## config.mk

```make
export PLATFORM = sky130hd
export DESIGN_NAME = ccr_ram
export DESIGN_NICKNAME = d
export VERILOG_FILES = /design/src/rtl/ccr_ram.sv
export SDC_FILE = /design/constraint.sdc
export NUM_CORES = 2
export LEC_CHECK = 0
export BUFFER_PORTS_ARGS = -buffer_cell sky130_fd_sc_hd__buf_2
export CORE_MARGIN = 2
export CORE_UTILIZATION = 40
export CTS_BUF_LIST = sky130_fd_sc_hd__clkbuf_16
export DETAILED_ROUTE_END_ITERATION = 7
export GPL_TIMING_DRIVEN = 0
export MAX_ROUTING_LAYER = met4
export PLACE_DENSITY = 0.57
export SYNTH_ARGS = -nofsm -noshare
export SYNTH_HDL_FRONTEND = slang
export SYNTH_SLANG_ARGS = --single-unit
```

## constraint.sdc

```tcl
create_clock -name clk_i -period 10 [get_ports clk_i]
set_input_delay 0.5 -clock clk_i [delete_from_list [all_inputs] [get_ports clk_i]]
set_output_delay 0.5 -clock clk_i [all_outputs]
set_load 0.01 [all_outputs]
```

## src/rtl/ccr_ram.sv

```systemverilog
module ccr_ram #(
  parameter int WIDTH = 60,
  parameter int DEPTH = 64
) (
  input  logic                     clk_i,
  input  logic                     we_i,
  input  logic [$clog2(DEPTH)-1:0] waddr_i,
  input  logic [WIDTH-1:0]         wdata_i,
  input  logic [$clog2(DEPTH)-1:0] raddr_i,
  output logic [WIDTH-1:0]         rdata_o
);

  logic [WIDTH-1:0] mem_q [DEPTH];
  logic [WIDTH-1:0] rdata_q;

  always_ff @(posedge clk_i) begin
    if (we_i) begin
      mem_q[waddr_i] <= wdata_i;
    end
    rdata_q <= mem_q[raddr_i];
  end

  assign rdata_o = rdata_q;

endmodule

```

# == Yosys cells after proc, flatten, opt, wreduce, memory -nomap -nowiden ==
# Memories as Yosys holds them, arrays and structs flattened. A register that Yosys moved wholly into a read port is not among the register bits.
# Index checks and enable logic that the tools add are counted.
# totals
ff_bits,0
mem_bits_rw,3840
inputBits,74
output_inout_bits,60
wordCells,3
n_memories,1
# classes
muxes,2
# memory_table
name,depth,width,read_ports,rd_clocked_by_memory_dff,wr,line_no,rtl
mem_q,64,60,1,1,1,13,logic [WIDTH-1:0] mem_q [DEPTH];
# op_table
op,count
2-to-1 mux 1 bit,2

# == Depth between registers and ports, before layout ==
# depth
depth_word,2
ltp_mapped,11
mapped_depth_nobuf,5

# == Least setup slack after synthesis ==
# No wires, ideal clock.
# synth_timing
kind,input -> register
start,input port waddr_i[3]
end,"memory mem_q[48][0], enable pin"
setup_ns,0.551
arrival_time_ns,5.077
t_required_ns,9.449
setup_slack_ns,4.371
stages,4
n_path_buf,1
path_cell_list,clkbuf_1 > nor2b_1 > nand4b_1 > nor3_1
# synth_lines
item,line_no,rtl
"start, declared",7,"input logic [$clog2(DEPTH)-1:0] waddr_i,"
"end, declared",13,
# No word-level cell before the write port.

==> summary.md <==
| Metric | Value |
|---|---|
| Post-placement setup slack | `4410 ps` |
| Syn Area/Cell | `24.0 um2` |
| Row Count | `222` |
| I/O pin cnt | `134` |
| Clock transition at path regs | `60 ps` |
| CTS buffer count | `401` |
| Hold Path Class | `input pin to flip-flop` |
| # H-tree levels | `5` |
| 1st-pass router iterations | `6` |
| Antenna violations before repair | `41` |
| CP Max Fanout | `10` |
| Worst r2r src | `mem_q[35][1]$_DFFE_PP_` |
| # Post-CTS Setup Buffers | `0` |
| Final period utilization | `48.6%` |
| DR iter-0 viols | `12.7k` |
| Leakage | `53.7 nW` |
| Gpl congestion | `0.800` |
| Final Cell Area | `173000 um2` |
| I/O Buffers | `125` |
| Peak VDD IR | `0.000146 V` |
| Outcome | `finished, violations left` |
| Mean routed wirelength per cell | `40.4 um` |
| Largest family of logic cells by synthesized area | `multiplexers` |
| Worst Slack Setup Final | `5140 ps` |
| Number of synthesized register bits | `3900` |
| Fillers | `29.4k` |
| First-pass GRT wire length | `649000 um` |
| Worst-skew pair later-pin latency | `990 ps` |
| Final wirelength | `489000 um` |
| CTS Hold Bufs | `0` |
| Post-synth net total | `6167` |
| Post-route insts no fill | `12.1k` |
| Final count of pins violating max slew | `32` |
| Antenna Nets Post-Route | `0` |
| Sequential share of power | `52.4%` |
| Hold Path Depth | `1` |
| Crit path DAT | `5680 ps` |
| Fraction of registers with async set/reset | `0%` |
| CP Capture Type | `flip-flop` |
| Cell count after synthesis | `6093` |
| Crit path time final | `4860 ps` |
| Die width | `609 um` |
| Adder-Cell Fraction of Synth Area | `0%` |
| Area growth, synth to finish | `17.7%` |
| Ys Warns | `0` |
| Remaining DRCs | `0` |
| Pwr Density | `201 nW/um2` |
| Vias in the first global route | `73.4k` |
| Fmax | `206 MHz` |
| Final nets | `6984` |
| CTS tree | `yes` |
| Clock share of power | `42.2%` |
| NetSw | `7.73 mW` |
| Root buf cell | `clkbuf_16` |
| Maximum clock insertion buffer count | `4` |
| Simple logic cell fraction of the synthesized area | `0.867%` |
| Violated checks | `capacitance limit, slew limit` |
| Compound-gate portion of the synthesized area | `1.76%` |
| Die Y | `609 um` |
| Setup crit start kind | `input pin` |
| Core area | `365000 um2` |
| Mux contribution to synthesized area | `16.8%` |
| Hold EP | `mem_q[31][30]$_DFFE_PP_` |
| Top FF cell, synth | `edfxtp_1` |
| Post-Synth XOR/XNOR Area | `0%` |
| Final Power | `34.6 mW` |
| Fin. Hold Viols | `0` |
| Gr ovfl total | `0` |
| Post-cts resize count | `0` |
| DPL Wire Length | `329000 um` |
| Worst r2r path cells | `4` |
| Register area | `117000 um2` |
| Total track usage | `26.8%` |
| Syn Std Cell Area | `147000 um2` |
| Worst R2R Setup Slack | `7780 ps` |
| Vias | `75.1k` |
| Slew margin rel. | `-5.08%` |
| RSZ-0062 raised after global routing | `no` |
| Share of cells above drive strength 1 | `32.2%` |
| Post-synthesis sequential area ratio | `79.5%` |
| Initial Utilization | `40.1%` |
| Netlist cell types | `36` |
| Class of the most critical setup path | `input pin to flip-flop` |
| Fin Clk Skew | `49.4 ps` |
| Post-synth EDFFs | `3840` |
| # clock sinks | `3900` |
| Multi-input logic area | `28900 um2` |
| Required @ worst endpoint | `10810 ps` |
| Net Sw Frac | `22.3%` |
| Vias/cell | `6.20` |
| HP Start | `wdata_i[30]` |
| Reg2reg end | `rdata_o[1]$_DFF_P_` |
| Maxcap violations | `3` |
| Setup_tns | `0 ps` |
| Endpoints failing setup | `0` |
| Die ar. | `371000 um2` |
| Area after DPL | `160000 um2` |
| Post-placement cell count | `11.3k` |
| Int Pwr | `26.9 mW` |
| Worst-margin pin slew | `1580 ps` |
| Combinational Power Share | `5.4%` |
| Pin count of the biggest net entering global routing | `65` |
## kinds of logic after synthesis
family,count (synthesis)
flops,3900
compound gates,402
simple gates,301
mux,1149
buf+inv,341
## cells in the final DEF, fill, tap and decap left out, types with 80 or more instances in the layout
cell	count
inv_1	80
buf_2	231
edfxtp_1	3840
mux4_2	1040
clkinv_1	90
clkbuf_1	146
nor2_1	115
o22ai_1	188
buf_12	218
clkinv_2	80
clkbuf_16	413
## worst max-delay path, cell delays in order
cell and delay [ps]:
buf_2 250, buf_2 820, clkbuf_1 1130, clkbuf_1 970, clkbuf_1 740, nand2_1 120, a31oi_1 580, a21oi_1 100
nor2_1 390
## layer usage
layer | vias up | routed length (um) | global-route usage (%)
met2 | 4820 | 232000 | 41.5
met3 | 902 | 52300 | 5.80
li1 | 28100 | - | -
met1 | 41300 | 183000 | 35.2
met4 | 0 | 20900 | 9.76
met5 | - | 0 | -
## per-stage QoR
| step | util [%] | hold slack, ps |
|---|---|---|
| final | 47.2 | 69.1 |
| after global routing | 47.2 | 57.2 |
| after CTS | 47.2 | 198 |
| after detailed placement | 43.7 | 894 |
| after global placement | 41.9 | 900 |
| after floorplan | - | 599 |
## worst max path at each step
| stage | from | to | slack (ps) | cells after the start |
|---|---|---|---|---|
| 2_1_floorplan | waddr_i[3] | mem_q[48][0]$_DFFE_PP_ | 4370 | 4 |
| 3_3_place_gp | waddr_i[5] | mem_q[48][12]$_DFFE_PP_ | -5450 | 3 |
| 3_5_place_dp | raddr_i[1] | rdata_o[49]$_DFF_P_ | 4410 | 9 |
| 4_1_cts | raddr_i[1] | rdata_o[49]$_DFF_P_ | 5400 | 9 |
| 5_1_grt | raddr_i[1] | rdata_o[49]$_DFF_P_ | 5240 | 9 |
| 6_report | raddr_i[1] | rdata_o[49]$_DFF_P_ | 5140 | 9 |
## state kept, by name, indices dropped and copies added (netlist names)
signal / cells
mem_q: 3840
rdata_o: 60
## final cells by class
cell class                      count  share of cell area, %
Tap cell                         4816                   3.49
Inverter                            1                0.00218
Clock buffer                      413                   5.99
Buffer                            340                  0.930
Clock inverter                    330                   1.43
Antenna cell                       42                 0.0609
Multi-Input combinational cell   1852                   16.8
Sequential cell                  3900                   67.5
Timing Repair Buffer              414                   3.79
## cells in the mapped netlist (9+ instances only)
master | number | area (um2)
nand2_1 | 68 | 255
a31oi_1 | 28 | 175
buf_4 | 34 | 255
clkbuf_1 | 170 | 638
mux2_2 | 58 | 653
nor3_1 | 12 | 60.1
buf_1 | 32 | 120
mux4_2 | 1040 | 23400
o22ai_1 | 188 | 1180
a21oi_1 | 74 | 370
o221a_2 | 9 | 101
nor2b_1 | 9 | 56.3
buf_2 | 99 | 495
o221ai_1 | 59 | 517
mux2i_1 | 51 | 510
edfxtp_1 | 3840 | 115000
nand2b_1 | 9 | 56.3
o21ai_0 | 38 | 190
dfxtp_1 | 60 | 1200
nor2_1 | 177 | 664
## power groups by stage
| stage | Clock, mW | Sequential, mW | Combinational, mW |
|---|---|---|---|
| 6_report | 14.6 | 18.1 | 1.86 |
| 5_1_grt | 15.4 | 18.1 | 1.92 |
| 4_1_cts | 14.8 | 18.1 | 1.85 |
| 3_5_place_dp | 0 | 18.5 | 1.85 |
| 3_3_place_gp | 0 | 18.5 | 1.76 |
| 2_1_floorplan | 0 | 18.5 | 0.863 |
(Power assumes the default switching activity.)
